### src/rtl/sda_pkg.sv
// ============================================================================
// sda_pkg - shared constants and helpers for the signed dihedral angle block
// Fixed-point formats, angle constants, arctangent table and multiplier
// latency helper.
// ============================================================================
package sda_pkg;

    localparam int COORD_WIDTH_DEF = 32;
    localparam int LIMB_W          = 32;  // multiplier limb width
    localparam int ANG_W           = 32;  // angle width, unsigned Q3.29
    localparam int FRAC_BITS       = 29;  // normalized magnitude bound 2^29
    localparam int SH_W            = FRAC_BITS + 1;
    localparam int CORDIC_STEPS    = 30;

    localparam logic [ANG_W-1:0] ANG_PI      = 32'd1686629713;
    localparam logic [ANG_W-1:0] ANG_HALF_PI = 32'd843314857;
    localparam logic [ANG_W-1:0] ANG_TWO_PI  = 32'd3373259426;

    // Latency of sda_mul: one product stage plus a registered adder tree.
    function automatic int mul_latency(input int aw, input int bw);
        int la;
        int lb;
        la = (aw + LIMB_W - 1) / LIMB_W;
        lb = (bw + LIMB_W - 1) / LIMB_W;
        return 1 + $clog2(la * lb);
    endfunction

    // atan(2^-i) in Q3.29, rounded to nearest
    function automatic logic [ANG_W-1:0] atan_entry(input int i);
        logic [ANG_W-1:0] t;
        unique case (i)
            0:       t = 32'd421657428;
            1:       t = 32'd248918915;
            2:       t = 32'd131521918;
            3:       t = 32'd66762579;
            4:       t = 32'd33510843;
            5:       t = 32'd16771758;
            6:       t = 32'd8387925;
            7:       t = 32'd4194219;
            8:       t = 32'd2097141;
            9:       t = 32'd1048575;
            default: t = ANG_W'(64'd1 << (FRAC_BITS - i)); // atan(x) == x here
        endcase
        return t;
    endfunction

    // Bit length of a 32-bit word (index of top one plus one, 0 if zero)
    function automatic logic [5:0] bit_len32(input logic [31:0] v);
        logic [5:0] n;
        n = '0;
        for (int i = 0; i < 32; i++) begin
            if (v[i]) begin
                n = 6'(i + 1);
            end
        end
        return n;
    endfunction

endpackage

### src/rtl/sda_mul.sv
// ============================================================================
// sda_mul - pipelined signed multiplier
// Splits both operands into 32-bit limbs, registers the limb products and
// sums them in a registered binary tree.
// ============================================================================
module sda_mul
    import sda_pkg::*;
#(
    parameter int AW = COORD_WIDTH_DEF,
    parameter int BW = COORD_WIDTH_DEF
) (
    input  logic                    aclk,
    input  logic                    en,
    input  logic signed [AW-1:0]    a,
    input  logic signed [BW-1:0]    b,
    output logic signed [AW+BW-1:0] p
);

    localparam int LA     = (AW + LIMB_W - 1) / LIMB_W;
    localparam int LB     = (BW + LIMB_W - 1) / LIMB_W;
    localparam int NP     = LA * LB;
    localparam int LEVELS = $clog2(NP);
    localparam int NPP    = 1 << LEVELS;
    localparam int NN     = 2 * NPP - 1;
    localparam int PW     = AW + BW;
    localparam int AP     = LA * LIMB_W;
    localparam int BP     = LB * LIMB_W;
    localparam int XW     = PW + 2 * LIMB_W + 2;

    logic signed [AP-1:0]         a_pad;
    logic signed [BP-1:0]         b_pad;
    logic signed [LIMB_W:0]       a_limb [LA];
    logic signed [LIMB_W:0]       b_limb [LB];
    logic signed [2*LIMB_W+1:0]   prod   [NP];
    logic signed [XW-1:0]         prod_x [NP];
    logic signed [PW-1:0]         leaf   [NPP];
    logic signed [PW-1:0]         node_reg [NN];

    always_comb begin
        a_pad = AP'(a);
        b_pad = BP'(b);
        // low limbs unsigned, top limb carries the sign
        for (int i = 0; i < LA; i++) begin
            if (i == LA - 1) begin
                a_limb[i] = {a_pad[AP-1], a_pad[i*LIMB_W +: LIMB_W]};
            end else begin
                a_limb[i] = {1'b0, a_pad[i*LIMB_W +: LIMB_W]};
            end
        end
        for (int j = 0; j < LB; j++) begin
            if (j == LB - 1) begin
                b_limb[j] = {b_pad[BP-1], b_pad[j*LIMB_W +: LIMB_W]};
            end else begin
                b_limb[j] = {1'b0, b_pad[j*LIMB_W +: LIMB_W]};
            end
        end
        for (int i = 0; i < LA; i++) begin
            for (int j = 0; j < LB; j++) begin
                prod[i*LB+j]   = a_limb[i] * b_limb[j];
                prod_x[i*LB+j] = XW'(prod[i*LB+j]) <<< (LIMB_W * (i + j));
            end
        end
        for (int k = 0; k < NPP; k++) begin
            leaf[k] = '0;
        end
        for (int k = 0; k < NP; k++) begin
            leaf[k] = prod_x[k][PW-1:0];
        end
    end

    // heap-ordered tree: leaves at NPP-1.., root at 0
    always_ff @(posedge aclk) begin
        if (en) begin
            for (int k = 0; k < NPP; k++) begin
                node_reg[NPP-1+k] <= leaf[k];
            end
            for (int j = 0; j < NPP - 1; j++) begin
                node_reg[j] <= node_reg[2*j+1] + node_reg[2*j+2];
            end
        end
    end

    assign p = node_reg[0];

endmodule

### config.mk
export PLATFORM = sky130hd
export DESIGN_NAME = sda_mul
export DESIGN_NICKNAME = d
export VERILOG_FILES = /design/src/rtl/sda_pkg.sv /design/src/rtl/sda_mul.sv
export SDC_FILE = /design/constraint.sdc
export NUM_CORES = 2
export LEC_CHECK = 0
export BUFFER_PORTS_ARGS = -buffer_cell sky130_fd_sc_hd__buf_2
export CORE_MARGIN = 10
export CORE_UTILIZATION = 45
export DETAILED_ROUTE_END_ITERATION = 6
export PLACE_DENSITY_LB_ADDON = 0.12
export RECOVER_POWER = 25
export SLEW_MARGIN = 5
export SYNTH_ARGS = -nofsm -noshare
export SYNTH_HDL_FRONTEND = slang
export SYNTH_SLANG_ARGS = --single-unit
### constraint.sdc
create_clock -name aclk -period 12.2 [get_ports aclk]
set_input_delay 1.83 -clock aclk [delete_from_list [all_inputs] [get_ports aclk]]
set_output_delay 1.83 -clock aclk [all_outputs]
set_load 0.005 [all_outputs]
After elaboration in Yosys (flattened, before gate mapping)
Memory sizes are Yosys's and may differ from the RTL's.
Index checks and enable logic that the tools add are counted.
{"block": "word_totals", "reg_bits": 0, "ram_bits": 64, "input_bits": 66, "mem_count": 1}
{"memory": "node_reg", "depth": 1, "word_bits": 64, "rd": 1, "rd_ports_with_merged_regs": 0, "write_ports": 1, "line": "sda_mul.sv:37", "source": "logic signed [PW-1:0] node_reg [NN];"}
{"block": "op_classes", "multipliers": 1, "muxes": 2}
{"cell": "32-bit by 32-bit multiplier with 64-bit output", "n": 1}
{"cell": "1-bit 2-to-1 mux", "n": 2}

Logic depth before layout (Yosys ltp)
{"block": "depth", "ltp_word": 2, "mapped_depth": 28}

Worst setup path before layout
No wires, ideal clock.
{"block": "synth_timing", "path_type": "input port to flip-flop", "from": "input b[2]", "to": "memory node_reg[0][63] (netlist bit) (data pin)", "setup_ns": 0.260, "arrival_ns": 9.053, "required_time_ns": 11.940, "setup_slack_ns": 2.887, "stages": 25, "path_buffers": 2, "cell_sequence": "clkbuf_1 > nand2_1 > inv_1 > fa_1 > fa_1 > fa_1 > fa_1 > inv_1 > fa_1 > inv_1 > fa_1 > inv_1 > fa_1 > inv_1 > fa_1 > ha_1 > clkbuf_1 > nand4_1 > or3_1 > o21ai_0 > a211oi_2 > o32ai_1 > nor2_1 > a31o_2 > xnor2_1"}
{"item": "start, declared", "line": "sda_mul.sv:15", "source": "input logic signed [BW-1:0] b,"}
{"item": "end, declared", "line": "sda_mul.sv:37"}

==> reports/qor.csv <==
stage;metric;value;unit
clock_network;Worst-path clk slew;0.06;ns
run_status;status;finished, violations left;
placement;final HPWL from detailed placement;87.8;mm
yosys;Mapped Cells;3949;
floorplan;DIE WIDTH;312;µm
critical_path;Critical Path Sink;node_reg[0][63]$_DFFE_PP_;
grt;vias in the first global route;28600;
timing;final hold violation count;0;
yosys;Syn Nets;5281;
clock_network;clock tree buffer depth;2;
floorplan;Rows;106;
timing;Final min period;10.36;ns
timing;actual slew at the worst max-slew pin;3.46;ns
clock_network;clock net sink count;64;
clock_network;postcts setup bufs;0;
floorplan;number of top-level pins;130;
min_path;Hold Crit Class;input port to register;
yosys;synth warn;0;
yosys;Post-synth EDFFs;64;
drt;Vias;25500;
timing;Period Utilization, post-route;84.9;%
clock_network;Root Buffer;clkbuf_16;
yosys;ys flop type;edfxtp_1;
floorplan;total die area;97100;µm²
yosys;number of synthesized register bits;64;
timing;unrepaired setup endpoints after global routing;false;
timing;Slew Limit Fails;65;
critical_path;worst path required time;12.28;ns
clock_network;CTS tree;done;
drt;first-pass iteration count of the detailed router;5;
floorplan;Core Box Area;84000;µm²
timing;Slew headroom;-131;%
yosys;Post-Syn Area;38300;µm²
final_layout;final net count;5229;
grt;aggregate global-route resource usage;22.1;%
critical_path;crit path max fanout;32;
clock_network;CTS Hold Bufs;0;
yosys;Async SR Flop Fraction;0;%
clock_network;CTS H-tree lvls;3;
critical_path;crit path DAT;10.44;ns
run_status;violated checks;max-capacitance violations, max-slew violations;
drt;Wirelength per Cell;20.7;µm
yosys;synthesized area per cell;9.69;µm²
run;max_cap viols;1;
grt;pin count of the biggest net entering global routing;65;
critical_path;kind of critical path;input port to register;
yosys;post-synthesis sequential area ratio;5.02;%
final_layout;Synth-to-Final Area Change;4.54;%
grt;global-route wire length before repair;167;mm
critical_path;Worst Setup SP;b[0];
drt;vias per inst;5.06;
timing;Max Clock Freq;96.5;MHz
critical_path;cells along the critical path;clkbuf_1 > and2_1 > ha_1 > fa_1 > fa_1 > fa_1 > inv_1 > fa_1 > inv_1 > fa_1 > inv_1 > fa_1 > inv_1 > fa_1 > ha_1 > nand4_1 > or3_1 > o21ai_0 > a211oi_2 > o32ai_1 > nor2_1 > a31o_2 > xnor2_1;
floorplan;die height;312;µm
grt;initial antenna violation count;4;
critical_path;nature of the critical path startpoint;input port;
drt;initial DRC count;1381;
final_layout;Largest register FFs;64;
critical_path;CP Capture Type;register;
final_layout;share of layout cells above drive strength 1;5.13;%
critical_path;Crit path largest cell delay;1.01;ns
drt;Post-route DRC;0;
critical_path;most used cell, CP;fa_1;
critical_path;CP max stage cell;fa_1;
yosys;Netlist cell types;70;
drt;Detail Route Antenna Nets;0;
floorplan;Initial Utilization;45.6;%
timing;# setup viols final;0;
grt;gr ovfl total;0;
placement;Buffers on Ports;129;
clock_network;CTS resizes;0;
drt;WL final;104;mm
placement;Placer Congestion;0.879;
timing;Final TNS setup;0;ns
clock_network;TritonCTS Buffers;9;
==> placed cells by master, fill, tap and decap left out, drive strengths merged, types with 42 or more instances in the layout <==
cell type	netlist	routed
o21ai	42	42
fa	1082	1082
edfxtp	64	64
buf	13	148
a21oi	68	68
nor2	61	61
inv	949	949
and2	514	514
nand2	526	526
ha	184	184
xnor2	52	52
==> worst max-delay path: cells and delay by family <==
family | cells | cell delay (ns)
adders and majority gates | 9 | 5.10
buffers and inverters | 5 | 1.54
and+or+nand+nor | 4 | 1.04
AOI/OAI and AO/OA | 4 | 0.75
xor gates and xnor gates | 1 | 0.12
==> routing by layer <==
| layer | routed length (µm) | vias up | global-route usage (%) |
|---|---|---|---|
| li1 | - | 11200 | - |
| met5 | 38 | - | 0 |
| met4 | 2680 | 6 | 5.16 |
| met2 | 54600 | 531 | 39.5 |
| met1 | 42300 | 13600 | 28.3 |
| met3 | 4610 | 106 | 2.75 |
==> cells in the mapped netlist (3+ instances only) <==
cell type / number / share of area [%]
o21bai_1: 4 / 0.078
inv_1: 949 / 9.3
a21oi_1: 63 / 0.82
xnor2_1: 52 / 1.2
a31o_2: 3 / 0.069
o21ai_1: 3 / 0.039
nand2b_1: 13 / 0.21
xor2_1: 22 / 0.50
ha_1: 184 / 6.0
edfxtp_1: 64 / 5.0
a21oi_2: 5 / 0.11
nor2_1: 61 / 0.60
a21o_1: 33 / 0.65
buf_2: 10 / 0.13
o21ai_0: 36 / 0.47
a31oi_1: 5 / 0.082
nand3_1: 17 / 0.22
o211ai_1: 5 / 0.098
fa_1: 1082 / 57
nand4_1: 11 / 0.18
or3_1: 3 / 0.049
a211oi_2: 4 / 0.13
a211o_1: 5 / 0.11
and3_1: 9 / 0.15
o21a_1: 4 / 0.078
nand2_1: 524 / 5.1
nor3_1: 7 / 0.092
and2_1: 513 / 8.4
nor2b_1: 8 / 0.13
clkbuf_1: 200 / 2.0
==> area by class of cell <==
class	instances	area, µm²
diodes	1	2.50
clock buffers	10	229
clock inverters	5	106
fillers	8055	43900
inverters	949	3560
multi-input cells	2722	32000
flip-flops and latches	64	1920
well taps	1134	1420
repair buffers	151	805
==> how the worst min path moves through the flow <==
stage	depth (start not counted)	from	slack, ns	end
3_5_place_dp	1	node_reg[0][29]$_DFFE_PP_	2.23	p[29]
5_1_grt	2	a[0]	2.10	node_reg[0][0]$_DFFE_PP_
4_1_cts	2	a[0]	2.09	node_reg[0][0]$_DFFE_PP_
2_1_floorplan	0	en	1.94	node_reg[0][0]$_DFFE_PP_
3_3_place_gp	1	node_reg[0][20]$_DFFE_PP_	2.23	p[20]
6_report	2	a[0]	2.11	node_reg[0][0]$_DFFE_PP_
==> metrics by stage <==
step                      instances  utilization, %  hold WS (ns)  setup slack, ns  instance area (µm²)
after global placement         5020            47.3          2.23             1.98                39700
after detailed placement       5020            47.3          2.23             1.87                39700
after CTS                      5035            47.7          2.09             2.21                40000
after global routing           5035            47.7          2.10             1.34                40000
final                          5036            47.7          2.11             1.84                40000
after floorplan                3949               -          1.94             2.89                38300
==> logic make-up (layout without fill, tap and decap cells) <==
logic type	after synthesis	in the layout	synth area share, %
AOI/OAI and AO/OA	204	204	3.78
and+or+nand+nor	1178	1178	15.4
other	0	1	0
DFF	64	64	5.02
xor gates and xnor gates	74	74	1.69
buffers and inverters	1163	1115	11.5
adders and majority gates	1266	1266	62.6
Power is left out: the tool's default activity adds up to more than one toggle a clock period on the data nets, which glitch-free logic cannot reach.
